===== src/design/mba_pkg.sv =====
// Shared types and constants of the memo block allocator.
package mba_pkg;

    localparam int FREE_SLOTS = 64;
    localparam int IDX_W      = $clog2(FREE_SLOTS);
    localparam int USED_W     = $clog2(FREE_SLOTS + 1);
    localparam int BLK_W      = 24;
    localparam int LEN_W      = 16;
    localparam int CNT_W      = 8;

    // Block count is (length + 513) / 512.
    localparam int BLOCK_ROUND = 513;
    localparam int BLOCK_SHIFT = 9;

    typedef struct packed {
        logic [BLK_W-1:0] start;
        logic [BLK_W-1:0] len;
    } extent_t;

    typedef struct packed {
        logic [LEN_W-1:0] memo_length;
        logic [BLK_W-1:0] old_start;
        logic [CNT_W-1:0] old_count;
    } request_t;

    typedef struct packed {
        logic [BLK_W-1:0] start_block;
        logic [CNT_W-1:0] block_count;
        logic [BLK_W-1:0] end_block;
        logic             extended;
        logic             truncated;
        logic             status;
    } result_t;

    typedef enum logic [4:0] {
        ST_IDLE,
        ST_REL_BEGIN,
        ST_REL_RD,
        ST_REL_CK,
        ST_REL_DECIDE,
        ST_INS_RD,
        ST_INS_WR,
        ST_REL_CHECK,
        ST_ERA_RD,
        ST_ERA_WR,
        ST_REL_END,
        ST_FIT_BEGIN,
        ST_FIT_RD,
        ST_FIT_CK,
        ST_FIT_END,
        ST_FINAL,
        ST_DONE
    } state_t;

    typedef enum logic [1:0] {
        RET_CHECK,
        RET_REL_END,
        RET_FINAL
    } era_ret_t;

endpackage


===== src/design/mba_if.sv =====
// Request and response channel interfaces of the memo block allocator.
interface mba_req_if;
    logic                       valid;
    logic                       ready;
    logic [mba_pkg::LEN_W-1:0]  memo_length;
    logic [mba_pkg::BLK_W-1:0]  old_start;
    logic [mba_pkg::CNT_W-1:0]  old_count;

    modport source (output valid, memo_length, old_start, old_count, input ready);
    modport sink (input valid, memo_length, old_start, old_count, output ready);
endinterface

interface mba_rsp_if;
    logic                       valid;
    logic                       ready;
    logic [mba_pkg::BLK_W-1:0]  start_block;
    logic [mba_pkg::CNT_W-1:0]  block_count;
    logic [mba_pkg::BLK_W-1:0]  end_block;
    logic                       extended;
    logic                       truncated;
    logic                       status;

    modport source (output valid, start_block, block_count, end_block, extended, truncated,
                    status, input ready);
    modport sink (input valid, start_block, block_count, end_block, extended, truncated,
                  status, output ready);
endinterface


===== src/design/mba_ram.sv =====
// Simple dual-port synchronous RAM with registered read data.
module mba_ram #(
    parameter int DEPTH = 64,
    parameter int WIDTH = 48
) (
    input  logic                     clk,
    input  logic                     we,
    input  logic [$clog2(DEPTH)-1:0] waddr,
    input  logic [WIDTH-1:0]         wdata,
    input  logic [$clog2(DEPTH)-1:0] raddr,
    output logic [WIDTH-1:0]         rdata
);

    logic [WIDTH-1:0] mem [DEPTH];

    always_ff @(posedge clk)
    begin
        if (we)
        begin
            mem[waddr] <= wdata;
        end
    end

    always_ff @(posedge clk)
    begin
        rdata <= mem[raddr];
    end

endmodule


===== src/design/mba_ctrl.sv =====
// Sequencer that walks the free-extent memory for release, insert, erase and best fit.
module mba_ctrl (
    input  logic                       clk,
    input  logic                       rst_n,
    input  logic                       start,
    input  mba_pkg::request_t          req,
    input  logic                       cfg_we,
    input  logic [mba_pkg::BLK_W-1:0]  cfg_wdata,
    output logic                       idle,
    output logic                       res_valid,
    input  logic                       res_ready,
    output mba_pkg::result_t           res
);

    mba_pkg::state_t   state_reg, state_next;
    mba_pkg::era_ret_t ret_reg, ret_next;

    logic [mba_pkg::USED_W-1:0] used_reg, used_next;
    logic [mba_pkg::USED_W-1:0] i_reg, i_next;
    logic [mba_pkg::USED_W-1:0] j_reg, j_next;
    logic [mba_pkg::USED_W-1:0] best_reg, best_next;
    logic [mba_pkg::BLK_W-1:0]  end_reg, end_next;
    logic [mba_pkg::BLK_W-1:0]  s_reg, s_next;
    logic [mba_pkg::BLK_W-1:0]  c_reg, c_next;
    logic [mba_pkg::BLK_W-1:0]  start_reg, start_next;
    logic [mba_pkg::CNT_W-1:0]  cnt_reg, cnt_next;
    mba_pkg::extent_t prev_reg, prev_next;
    mba_pkg::extent_t cur_reg, cur_next;
    mba_pkg::extent_t tv_reg, tv_next;
    mba_pkg::extent_t bval_reg, bval_next;
    logic have_prev_reg, have_prev_next;
    logic have_cur_reg, have_cur_next;
    logic place_reg, place_next;
    logic found_reg, found_next;
    logic ext_reg, ext_next;
    logic trunc_reg, trunc_next;
    logic over_reg, over_next;

    logic                       mem_we;
    logic [mba_pkg::IDX_W-1:0]  mem_waddr;
    logic [mba_pkg::IDX_W-1:0]  mem_raddr;
    mba_pkg::extent_t           mem_wdata;
    mba_pkg::extent_t           rd;

    mba_ram #(
        .DEPTH (mba_pkg::FREE_SLOTS),
        .WIDTH ($bits(mba_pkg::extent_t))
    ) u_ram (
        .clk   (clk),
        .we    (mem_we),
        .waddr (mem_waddr),
        .wdata (mem_wdata),
        .raddr (mem_raddr),
        .rdata (rd)
    );

    // Request decode.
    logic [mba_pkg::LEN_W:0]    len_sum;
    logic [mba_pkg::CNT_W-1:0]  req_cnt;
    logic [mba_pkg::CNT_W-1:0]  req_keep;
    logic                       req_empty;
    logic                       req_no_old;

    assign len_sum    = {1'b0, req.memo_length} + (mba_pkg::LEN_W+1)'(mba_pkg::BLOCK_ROUND);
    assign req_cnt    = len_sum[mba_pkg::BLOCK_SHIFT +: mba_pkg::CNT_W];
    assign req_keep   = (req_cnt < req.old_count) ? req_cnt : '0;
    assign req_empty  = (req.memo_length == '0);
    assign req_no_old = (req.old_start == '0);

    // Release decisions.
    logic [mba_pkg::BLK_W-1:0] stop;
    logic [mba_pkg::BLK_W-1:0] tv_end;
    logic [mba_pkg::BLK_W-1:0] cnt_w;
    logic [mba_pkg::BLK_W-1:0] place_start;
    logic merge_prev, merge_next, rel_tail, list_full;
    logic rd_before, fit_exact, fit_better;
    logic [mba_pkg::USED_W-1:0] j_inc;

    assign stop       = s_reg + c_reg;
    assign tv_end     = tv_reg.start + tv_reg.len;
    assign merge_prev = have_prev_reg && ((prev_reg.start + prev_reg.len) == s_reg);
    assign merge_next = have_cur_reg && (stop == cur_reg.start);
    assign rel_tail   = (stop == end_reg);
    assign list_full  = (used_reg == mba_pkg::USED_W'(mba_pkg::FREE_SLOTS));
    assign rd_before  = (rd.start < s_reg);
    assign cnt_w      = {{(mba_pkg::BLK_W-mba_pkg::CNT_W){1'b0}}, cnt_reg};
    assign fit_exact  = (rd.len == cnt_w);
    assign fit_better = (rd.len >= cnt_w) && (!found_reg || (rd.len < bval_reg.len));
    assign j_inc      = j_reg + 1'b1;
    assign place_start = (start_reg == '0) ? end_reg : start_reg;

    always_comb
    begin
        state_next = state_reg;
        unique case (state_reg)
            mba_pkg::ST_IDLE:
            begin
                if (start)
                begin
                    if (req_empty)
                    begin
                        state_next = req_no_old ? mba_pkg::ST_DONE : mba_pkg::ST_REL_BEGIN;
                    end
                    else if (req_no_old)
                    begin
                        state_next = mba_pkg::ST_FIT_BEGIN;
                    end
                    else if (req_cnt != req.old_count)
                    begin
                        state_next = mba_pkg::ST_REL_BEGIN;
                    end
                    else
                    begin
                        state_next = mba_pkg::ST_DONE;
                    end
                end
            end
            mba_pkg::ST_REL_BEGIN:
                state_next = (c_reg == '0) ? mba_pkg::ST_REL_END : mba_pkg::ST_REL_RD;
            mba_pkg::ST_REL_RD:
                state_next = (i_reg == used_reg) ? mba_pkg::ST_REL_DECIDE : mba_pkg::ST_REL_CK;
            mba_pkg::ST_REL_CK:
                state_next = rd_before ? mba_pkg::ST_REL_RD : mba_pkg::ST_REL_DECIDE;
            mba_pkg::ST_REL_DECIDE:
            begin
                if (merge_prev)
                begin
                    state_next = merge_next ? mba_pkg::ST_ERA_RD : mba_pkg::ST_REL_CHECK;
                end
                else if (merge_next)
                begin
                    state_next = mba_pkg::ST_REL_CHECK;
                end
                else if (rel_tail || list_full)
                begin
                    state_next = mba_pkg::ST_REL_END;
                end
                else
                begin
                    state_next = mba_pkg::ST_INS_RD;
                end
            end
            mba_pkg::ST_INS_RD:
                state_next = (j_reg == i_reg) ? mba_pkg::ST_REL_CHECK : mba_pkg::ST_INS_WR;
            mba_pkg::ST_INS_WR:
                state_next = mba_pkg::ST_INS_RD;
            mba_pkg::ST_REL_CHECK:
                state_next = (tv_end == end_reg) ? mba_pkg::ST_ERA_RD : mba_pkg::ST_REL_END;
            mba_pkg::ST_ERA_RD:
            begin
                if (j_inc >= used_reg)
                begin
                    unique case (ret_reg)
                        mba_pkg::RET_CHECK:   state_next = mba_pkg::ST_REL_CHECK;
                        mba_pkg::RET_REL_END: state_next = mba_pkg::ST_REL_END;
                        mba_pkg::RET_FINAL:   state_next = mba_pkg::ST_FINAL;
                        default:              state_next = mba_pkg::ST_FINAL;
                    endcase
                end
                else
                begin
                    state_next = mba_pkg::ST_ERA_WR;
                end
            end
            mba_pkg::ST_ERA_WR:
                state_next = mba_pkg::ST_ERA_RD;
            mba_pkg::ST_REL_END:
                state_next = place_reg ? mba_pkg::ST_FIT_BEGIN : mba_pkg::ST_DONE;
            mba_pkg::ST_FIT_BEGIN:
                state_next = ((start_reg == '0) && (used_reg != '0)) ? mba_pkg::ST_FIT_RD
                                                                     : mba_pkg::ST_FINAL;
            mba_pkg::ST_FIT_RD:
                state_next = (i_reg == used_reg) ? mba_pkg::ST_FIT_END : mba_pkg::ST_FIT_CK;
            mba_pkg::ST_FIT_CK:
                state_next = fit_exact ? mba_pkg::ST_FIT_END : mba_pkg::ST_FIT_RD;
            mba_pkg::ST_FIT_END:
                state_next = (found_reg && (bval_reg.len == cnt_w)) ? mba_pkg::ST_ERA_RD
                                                                     : mba_pkg::ST_FINAL;
            mba_pkg::ST_FINAL:
                state_next = mba_pkg::ST_DONE;
            mba_pkg::ST_DONE:
                state_next = res_ready ? mba_pkg::ST_IDLE : mba_pkg::ST_DONE;
            default:
                state_next = mba_pkg::ST_IDLE;
        endcase
    end

    always_comb
    begin
        ret_next       = ret_reg;
        used_next      = used_reg;
        i_next         = i_reg;
        j_next         = j_reg;
        best_next      = best_reg;
        end_next       = end_reg;
        s_next         = s_reg;
        c_next         = c_reg;
        start_next     = start_reg;
        cnt_next       = cnt_reg;
        prev_next      = prev_reg;
        cur_next       = cur_reg;
        tv_next        = tv_reg;
        bval_next      = bval_reg;
        have_prev_next = have_prev_reg;
        have_cur_next  = have_cur_reg;
        place_next     = place_reg;
        found_next     = found_reg;
        ext_next       = ext_reg;
        trunc_next     = trunc_reg;
        over_next      = over_reg;
        mem_we         = 1'b0;
        mem_waddr      = '0;
        mem_wdata      = tv_reg;
        mem_raddr      = '0;

        unique case (state_reg)
            mba_pkg::ST_IDLE:
            begin
                if (start)
                begin
                    ext_next   = 1'b0;
                    trunc_next = 1'b0;
                    over_next  = 1'b0;
                    if (req_empty)
                    begin
                        cnt_next   = '0;
                        start_next = '0;
                        s_next     = req.old_start;
                        c_next     = {{(mba_pkg::BLK_W-mba_pkg::CNT_W){1'b0}}, req.old_count};
                        place_next = 1'b0;
                    end
                    else
                    begin
                        cnt_next   = req_cnt;
                        s_next     = req.old_start
                                   + {{(mba_pkg::BLK_W-mba_pkg::CNT_W){1'b0}}, req_keep};
                        c_next     = {{(mba_pkg::BLK_W-mba_pkg::CNT_W){1'b0}},
                                      req.old_count - req_keep};
                        place_next = 1'b1;
                        start_next = (req_keep == '0) ? '0 : req.old_start;
                        // Same count at a real extent keeps the memo where it is.
                        if (!req_no_old && (req_cnt == req.old_count))
                        begin
                            start_next = req.old_start;
                        end
                    end
                end
            end
            mba_pkg::ST_REL_BEGIN:
            begin
                i_next         = '0;
                have_prev_next = 1'b0;
                have_cur_next  = 1'b0;
            end
            mba_pkg::ST_REL_RD:
                mem_raddr = i_reg[mba_pkg::IDX_W-1:0];
            mba_pkg::ST_REL_CK:
            begin
                if (rd_before)
                begin
                    prev_next      = rd;
                    have_prev_next = 1'b1;
                    i_next         = i_reg + 1'b1;
                end
                else
                begin
                    cur_next      = rd;
                    have_cur_next = 1'b1;
                end
            end
            mba_pkg::ST_REL_DECIDE:
            begin
                if (merge_prev)
                begin
                    tv_next.start = prev_reg.start;
                    tv_next.len   = prev_reg.len + c_reg
                                  + (merge_next ? cur_reg.len : '0);
                    mem_we        = 1'b1;
                    mem_waddr     = mba_pkg::IDX_W'(i_reg - 1'b1);
                    mem_wdata     = tv_next;
                    best_next     = i_reg - 1'b1;
                    j_next        = i_reg;
                    ret_next      = mba_pkg::RET_CHECK;
                end
                else if (merge_next)
                begin
                    tv_next.start = s_reg;
                    tv_next.len   = cur_reg.len + c_reg;
                    mem_we        = 1'b1;
                    mem_waddr     = i_reg[mba_pkg::IDX_W-1:0];
                    mem_wdata     = tv_next;
                    best_next     = i_reg;
                end
                else if (rel_tail)
                begin
                    end_next   = s_reg;
                    trunc_next = 1'b1;
                end
                else if (list_full)
                begin
                    over_next = 1'b1;
                end
                else
                begin
                    tv_next.start = s_reg;
                    tv_next.len   = c_reg;
                    best_next     = i_reg;
                    j_next        = used_reg;
                end
            end
            mba_pkg::ST_INS_RD:
            begin
                if (j_reg == i_reg)
                begin
                    mem_we    = 1'b1;
                    mem_waddr = i_reg[mba_pkg::IDX_W-1:0];
                    used_next = used_reg + 1'b1;
                end
                else
                begin
                    mem_raddr = mba_pkg::IDX_W'(j_reg - 1'b1);
                end
            end
            mba_pkg::ST_INS_WR:
            begin
                mem_we    = 1'b1;
                mem_waddr = j_reg[mba_pkg::IDX_W-1:0];
                mem_wdata = rd;
                j_next    = j_reg - 1'b1;
            end
            mba_pkg::ST_REL_CHECK:
            begin
                // The merged or new extent reaches the end of file: give it back.
                if (tv_end == end_reg)
                begin
                    end_next   = tv_reg.start;
                    trunc_next = 1'b1;
                    j_next     = best_reg;
                    ret_next   = mba_pkg::RET_REL_END;
                end
            end
            mba_pkg::ST_ERA_RD:
            begin
                if (j_inc >= used_reg)
                begin
                    used_next = used_reg - 1'b1;
                end
                else
                begin
                    mem_raddr = j_inc[mba_pkg::IDX_W-1:0];
                end
            end
            mba_pkg::ST_ERA_WR:
            begin
                mem_we    = 1'b1;
                mem_waddr = j_reg[mba_pkg::IDX_W-1:0];
                mem_wdata = rd;
                j_next    = j_inc;
            end
            mba_pkg::ST_FIT_BEGIN:
            begin
                i_next     = '0;
                found_next = 1'b0;
            end
            mba_pkg::ST_FIT_RD:
                mem_raddr = i_reg[mba_pkg::IDX_W-1:0];
            mba_pkg::ST_FIT_CK:
            begin
                // An exact size match ends the scan; otherwise keep the tightest fit.
                if (fit_exact || fit_better)
                begin
                    best_next  = i_reg;
                    bval_next  = rd;
                    found_next = 1'b1;
                end
                i_next     = i_reg + 1'b1;
            end
            mba_pkg::ST_FIT_END:
            begin
                if (found_reg)
                begin
                    start_next = bval_reg.start;
                    if (bval_reg.len == cnt_w)
                    begin
                        j_next   = best_reg;
                        ret_next = mba_pkg::RET_FINAL;
                    end
                    else
                    begin
                        mem_we          = 1'b1;
                        mem_waddr       = best_reg[mba_pkg::IDX_W-1:0];
                        mem_wdata.start = bval_reg.start + cnt_w;
                        mem_wdata.len   = bval_reg.len - cnt_w;
                    end
                end
            end
            mba_pkg::ST_FINAL:
            begin
                start_next = place_start;
                if (place_start == end_reg)
                begin
                    ext_next = 1'b1;
                    end_next = end_reg + cnt_w;
                end
            end
            default:
            begin
            end
        endcase

        if (cfg_we)
        begin
            end_next = cfg_wdata;
        end
    end

    always_ff @(posedge clk or negedge rst_n)
    begin
        if (!rst_n)
        begin
            state_reg <= mba_pkg::ST_IDLE;
            used_reg  <= '0;
            end_reg   <= mba_pkg::BLK_W'(1);
        end
        else
        begin
            state_reg <= state_next;
            used_reg  <= used_next;
            end_reg   <= end_next;
        end
    end

    always_ff @(posedge clk)
    begin
        ret_reg       <= ret_next;
        i_reg         <= i_next;
        j_reg         <= j_next;
        best_reg      <= best_next;
        s_reg         <= s_next;
        c_reg         <= c_next;
        start_reg     <= start_next;
        cnt_reg       <= cnt_next;
        prev_reg      <= prev_next;
        cur_reg       <= cur_next;
        tv_reg        <= tv_next;
        bval_reg      <= bval_next;
        have_prev_reg <= have_prev_next;
        have_cur_reg  <= have_cur_next;
        place_reg     <= place_next;
        found_reg     <= found_next;
        ext_reg       <= ext_next;
        trunc_reg     <= trunc_next;
        over_reg      <= over_next;
    end

    assign idle      = (state_reg == mba_pkg::ST_IDLE);
    assign res_valid = (state_reg == mba_pkg::ST_DONE);

    always_comb
    begin
        res.start_block = start_reg;
        res.block_count = cnt_reg;
        res.end_block   = end_reg;
        res.extended    = ext_reg;
        res.truncated   = trunc_reg;
        res.status      = over_reg;
    end

`ifndef SYNTH
    a_used_bound: assert property (@(posedge clk) disable iff (!rst_n)
        used_reg <= mba_pkg::USED_W'(mba_pkg::FREE_SLOTS))
        else $error("free list count beyond capacity");

    a_write_in_list: assert property (@(posedge clk) disable iff (!rst_n)
        mem_we |-> ({1'b0, mem_waddr} <= used_reg))
        else $error("free list write beyond the live entries");

    a_start_leaves_idle: assert property (@(posedge clk) disable iff (!rst_n)
        (start && idle) |=> !idle)
        else $error("accepted request did not start the sequencer");

    a_over_when_full: assert property (@(posedge clk) disable iff (!rst_n)
        (state_reg == mba_pkg::ST_REL_DECIDE && over_next && !over_reg) |-> list_full)
        else $error("overflow flagged with room in the list");
`endif

endmodule


===== src/design/memo_block_allocator.sv =====
// Memo block allocator: best-fit free-extent allocator with a 64-entry free list in RAM.
// One request is in work at a time; the sequencer's single RAM read port sets the rate.
// The output register lets a new request enter while the last response waits.
// Reset empties the free list and sets the end pointer to 1; the RAM itself is not cleared.
module memo_block_allocator (
    input  logic                       clk,
    input  logic                       rst_n,
    mba_req_if.sink                    req,
    mba_rsp_if.source                  rsp,
    input  logic                       cfg_we,
    input  logic [mba_pkg::BLK_W-1:0]  cfg_wdata
);

    mba_pkg::request_t req_data;
    mba_pkg::result_t  res;
    mba_pkg::result_t  rsp_reg;
    logic              rsp_valid_reg, rsp_valid_next;
    logic              idle, res_valid, res_ready, req_fire;

    assign req_data.memo_length = req.memo_length;
    assign req_data.old_start   = req.old_start;
    assign req_data.old_count   = req.old_count;

    assign req.ready = idle;
    assign req_fire  = req.valid && idle;
    assign res_ready = !rsp_valid_reg || rsp.ready;

    mba_ctrl u_ctrl (
        .clk       (clk),
        .rst_n     (rst_n),
        .start     (req_fire),
        .req       (req_data),
        .cfg_we    (cfg_we),
        .cfg_wdata (cfg_wdata),
        .idle      (idle),
        .res_valid (res_valid),
        .res_ready (res_ready),
        .res       (res)
    );

    always_comb
    begin
        rsp_valid_next = rsp_valid_reg;
        if (rsp.ready)
        begin
            rsp_valid_next = 1'b0;
        end
        if (res_valid && res_ready)
        begin
            rsp_valid_next = 1'b1;
        end
    end

    always_ff @(posedge clk or negedge rst_n)
    begin
        if (!rst_n)
        begin
            rsp_valid_reg <= 1'b0;
        end
        else
        begin
            rsp_valid_reg <= rsp_valid_next;
        end
    end

    always_ff @(posedge clk)
    begin
        if (res_valid && res_ready)
        begin
            rsp_reg <= res;
        end
    end

    assign rsp.valid       = rsp_valid_reg;
    assign rsp.start_block = rsp_reg.start_block;
    assign rsp.block_count = rsp_reg.block_count;
    assign rsp.end_block   = rsp_reg.end_block;
    assign rsp.extended    = rsp_reg.extended;
    assign rsp.truncated   = rsp_reg.truncated;
    assign rsp.status      = rsp_reg.status;

endmodule

===== src/flat_wrapper.sv =====
// flat-port wrapper written by rule: the top's interface ports become plain ports
module memo_block_allocator_flat 
  (clk, rst_n, cfg_we, cfg_wdata, req_valid, req_memo_length, req_old_start, req_old_count, req_ready, rsp_valid, rsp_start_block, rsp_block_count, rsp_end_block, rsp_extended, rsp_truncated, rsp_status, rsp_ready);
  mba_req_if req_i ();
  mba_rsp_if rsp_i ();
  input  logic clk;
  input  logic rst_n;
  input  logic cfg_we;
  input  logic [mba_pkg::BLK_W-1:0] cfg_wdata;
  input wire logic [$bits(req_i.valid)-1:0] req_valid;
  input wire logic [$bits(req_i.memo_length)-1:0] req_memo_length;
  input wire logic [$bits(req_i.old_start)-1:0] req_old_start;
  input wire logic [$bits(req_i.old_count)-1:0] req_old_count;
  output wire logic [$bits(req_i.ready)-1:0] req_ready;
  output wire logic [$bits(rsp_i.valid)-1:0] rsp_valid;
  output wire logic [$bits(rsp_i.start_block)-1:0] rsp_start_block;
  output wire logic [$bits(rsp_i.block_count)-1:0] rsp_block_count;
  output wire logic [$bits(rsp_i.end_block)-1:0] rsp_end_block;
  output wire logic [$bits(rsp_i.extended)-1:0] rsp_extended;
  output wire logic [$bits(rsp_i.truncated)-1:0] rsp_truncated;
  output wire logic [$bits(rsp_i.status)-1:0] rsp_status;
  input wire logic [$bits(rsp_i.ready)-1:0] rsp_ready;
  assign req_i.valid = req_valid;
  assign req_i.memo_length = req_memo_length;
  assign req_i.old_start = req_old_start;
  assign req_i.old_count = req_old_count;
  assign req_ready = req_i.ready;
  assign rsp_valid = rsp_i.valid;
  assign rsp_start_block = rsp_i.start_block;
  assign rsp_block_count = rsp_i.block_count;
  assign rsp_end_block = rsp_i.end_block;
  assign rsp_extended = rsp_i.extended;
  assign rsp_truncated = rsp_i.truncated;
  assign rsp_status = rsp_i.status;
  assign rsp_i.ready = rsp_ready;
  memo_block_allocator u_core (.clk(clk), .rst_n(rst_n), .req(req_i), .rsp(rsp_i), .cfg_we(cfg_we), .cfg_wdata(cfg_wdata));
endmodule

===== config.mk =====
export PLATFORM = sky130hd
export DESIGN_NAME = memo_block_allocator_flat
export DESIGN_NICKNAME = d
export VERILOG_FILES = /design/src/design/mba_pkg.sv /design/src/design/mba_if.sv /design/src/design/mba_ram.sv /design/src/design/mba_ctrl.sv /design/src/design/memo_block_allocator.sv /design/src/flat_wrapper.sv
export SDC_FILE = /design/constraint.sdc
export NUM_CORES = 2
export LEC_CHECK = 0
export ABC_AREA = 0
export BUFFER_PORTS_ARGS = -buffer_cell sky130_fd_sc_hd__buf_2
export CAP_MARGIN = 10
export CELL_PAD_IN_SITES_DETAIL_PLACEMENT = 1
export CELL_PAD_IN_SITES_GLOBAL_PLACEMENT = 2
export CORE_AREA = 2 2 522 783
export DETAILED_ROUTE_END_ITERATION = 6
export DIE_AREA = 0 0 524 785
export PLACE_DENSITY = 0.65
export SYNTH_ARGS = -nofsm -noshare
export SYNTH_HDL_FRONTEND = slang
export SYNTH_HIERARCHICAL = 1
export SYNTH_SLANG_ARGS = --single-unit

===== constraint.sdc =====
create_clock -name clk -period 13.6 [get_ports clk]
set_input_delay 1.36 -clock clk [delete_from_list [all_inputs] [get_ports clk]]
set_output_delay 1.36 -clock clk [all_outputs]
set_load 0.02 [all_outputs]

==> impl_results.md <==
- Status: completed
- DRT Wirelength: 534.7 mm
- Die height: 785 um
- Sw Pwr: about 13 mW
- Leakage: about 53 nW
- Insertion delay to the later sink of the worst-skew pair: between 0.9 and 1 ns
- # rows: around 290
- Required @ worst endpoint: 14.35 ns
- Async S/R FF share, synth: 0.01057
- R2R Setup Slk: around 3.4 ns
- CTS clk-pin slew, worst paths: roughly 0.06 ns
- Hold buffers post-CTS: 0
- DRC: 0
- Slew @ Worst Pin: approximately 1.2 ns
- Die width: roughly 520 um
- Reg power frac: 0.412
- Post-synthesis sequential element count: between 3000 and 4000
- Hold crit path type: reg2reg
- Fin util: 0.4181
- Number of I/O port buffers: between 100 and 150
- Critical-path top delay cell: a2111oi_0
- Mean post-synth cell area: ~17 um2
- H-tree Lvls: 5
- Die area: a little over 0.4 mm2
- Post-DP HPWL: 362.0 mm
- Total GRT Usage: 0.2592
- Pin count of the biggest net entering global routing: around 120
- Combinational group share of total power: 0.320
- Fin nets: ~9300
- Syn nets: about 9000
- CP max stage delay: roughly 0.94 ns
- Post-synth EDFFs: between 3000 and 4000
- # Post-CTS Setup Buffers: 0
- First-pass GRT wire length: between 700 and 800 mm
- Starting DRT DRC Count: roughly 7500
- CTS sink cnt: 3502
- Drt wl/cell: between 30 and 40 um
- Initial core utilization: 0.3692
- Via count: 86250
- Critical path endpoint category: flop
- Total of max-cap violations: 0
- ANT nets after route: 0
- Reg-to-Reg Start: u_core/u_ctrl/s_reg[0]
- CP Capture Point: u_core/u_ctrl/u_ram/mem[52][23]
- Overall power: approximately 36 mW
- Slew Viols, Final: 0
- Vias in the first global route: approximately 92000
- Total CTS buffers: 340
- Max VDD drop: roughly 0.00012 V
- Reg-to-reg endpoint: u_core/u_ctrl/u_ram/mem[52][23]
- Setup TNS Final: 0 ns
- Worst Clk Skew: 0.05675 ns
- Cell Int Power: 22.73 mW
- Leading cell type in the layout, fill and taps excluded: edfxtp_1
- Quantity of gates resized following cts: 0
- Most frequent cells in the layout: edfxtp_1, mux4_2, nand2_1, clkbuf_16, buf_4
- Ys Warns: 6
- Minimum clock period: about 10 ns
- Layout area overhead: 13.23%
- Reg2reg path depth: 29
- CTS max path bufs: 4
- Initial antenna violation count: 43
- Worst Path Arrival: 10.95 ns
- Cells after Synth: about 8700
- Mapped Area: 0.1492 mm2
- Final setup fails: 0
- DR pass1 iterations: 6
- Crit Path Class: reg2reg
- RD Place Congestion: around 0.95
- Largest Register: u_core/u_ctrl/u_ram/mem
- Most used DFF post-synth: edfxtp_1
- Clock root buffer: clkbuf_16
- DR vias/cell: 5.899
- RSZ-0062 raised after global routing: no
- Max FFs per register: approximately 3100
- Register area share after synthesis: 0.7005
- # fillers: about 40000
- CTS tree: built
- Clock network power share: 0.268
- Sw Share: 0.3597
- Num ports: ~140
- Post-synth cell types: between 100 and 150
- Peak Freq: 98.04 MHz
- Hold Slack: around 0.45 ns
- Worst Setup SP: u_core/u_ctrl/s_reg[0]
- Worst-path maximum fanout: 54
- GR Overflow Total: 0
- Slew margin rel.: 0.1825
- Endpoints failing hold: 0
- Layout cells sized above 1: 0.2062
- Crit path top cell by count: fa_1
- Tcrit/Tclk final: 0.7500
- Core area: about 0.40 mm2
- PD cells: around 210 mW/mm2
- Startpoint types: flop
## worst min path at each step
stage                                   start                       end  slack [ns]  cells past startpoint
global route            u_core/u_ctrl/ext_reg       u_core/rsp.extended        0.47                      0
global placement        u_core/u_ctrl/ext_reg       u_core/rsp.extended        0.41                      0
floorplan           u_core/u_ctrl/end_reg[10]  u_core/rsp.end_block[10]        0.42                      0
detailed placement      u_core/u_ctrl/ext_reg       u_core/rsp.extended        0.43                      0
CTS                     u_core/u_ctrl/ext_reg       u_core/rsp.extended        0.45                      0
finish                  u_core/u_ctrl/ext_reg       u_core/rsp.extended        0.45                      0
## layout make-up
cell class,count,area [um2],share of cell area
diodes,20,50.05,0.0002963
clock buffers,414,9032,0.05348
clock inverters,188,1867,0.01105
inverters,220,828.3,0.004904
multi-input cells,4481,42610,0.2523
flip-flops and latches,3502,104500,0.6187
well taps,5328,6666,0.03947
repair buffers,467,3356,0.01987
## per-layer routing
layer  vias up  GRT usage  wire [um]
met5         -          0        109
met4        16     0.1638      39470
met3      1114    0.03616      23810
met2      2871     0.4765     287600
met1     46430     0.2769     183700
li1      35820          -          -
## kinds of logic after synthesis
kind of cell,count (synthesis),synth area share
buffers and inverters,702,0.02192
AO/OA/AOI/OAI,1415,0.06506
flip-flops,3502,0.7005
adder cells (fa/ha/maj),235,0.02067
AND/OR/NAND/NOR,1554,0.05119
multiplexers,987,0.1234
XOR/XNOR,290,0.01731
## critical path: cells and delay by family, from the launching register on
kind                       cells  cell delay [ns]
DFF                            1             0.53
buffers and inverters          4             0.81
AOI/OAI and AO/OA             10             3.55
and+or+nand+nor                9             3.13
adders and majority gates      5             1.46
muxes                          1             0.43
## cell usage after synthesis (95+ instances only)
cell type	count	share of area
o21ai_0	260	0.0087
ha_1	216	0.018
mux2i_1	231	0.015
xor2_1	102	0.0060
nand3_1	190	0.0064
buf_2	118	0.0040
nand4_1	124	0.0052
nand2_1	419	0.011
xnor2_1	185	0.011
a22oi_1	103	0.0052
a21oi_1	261	0.0088
clkbuf_1	276	0.0069
edfxtp_1	3417	0.69
o22ai_1	151	0.0063
nor3_1	95	0.0032
mux4_2	673	0.10
nor2_1	323	0.0081
inv_1	215	0.0054
## metrics by stage
step | setup WS, ns | std cells | area, um2
2_1_floorplan | 4.008 | 8685 | 149200
3_3_place_gp | 3.050 | 13990 | 157800
3_5_place_dp | 2.914 | 13990 | 157800
4_1_cts | 2.849 | 14590 | 168700
5_1_grt | 3.122 | 14610 | 168900
6_report | 3.400 | 14620 | 168900
## power groups by stage
stage / Combinational [mW] / Clock, mW / Sequential [mW]
after floorplan: 6.40 / 0 / 14.5
after global placement: 11.2 / 0 / 14.8
after detailed placement: 11.4 / 0 / 14.8
after CTS: 11.4 / 9.70 / 14.6
after global routing: 12.0 / 10.0 / 14.6
final: 11.4 / 9.52 / 14.6
(Power assumes the default switching activity.)
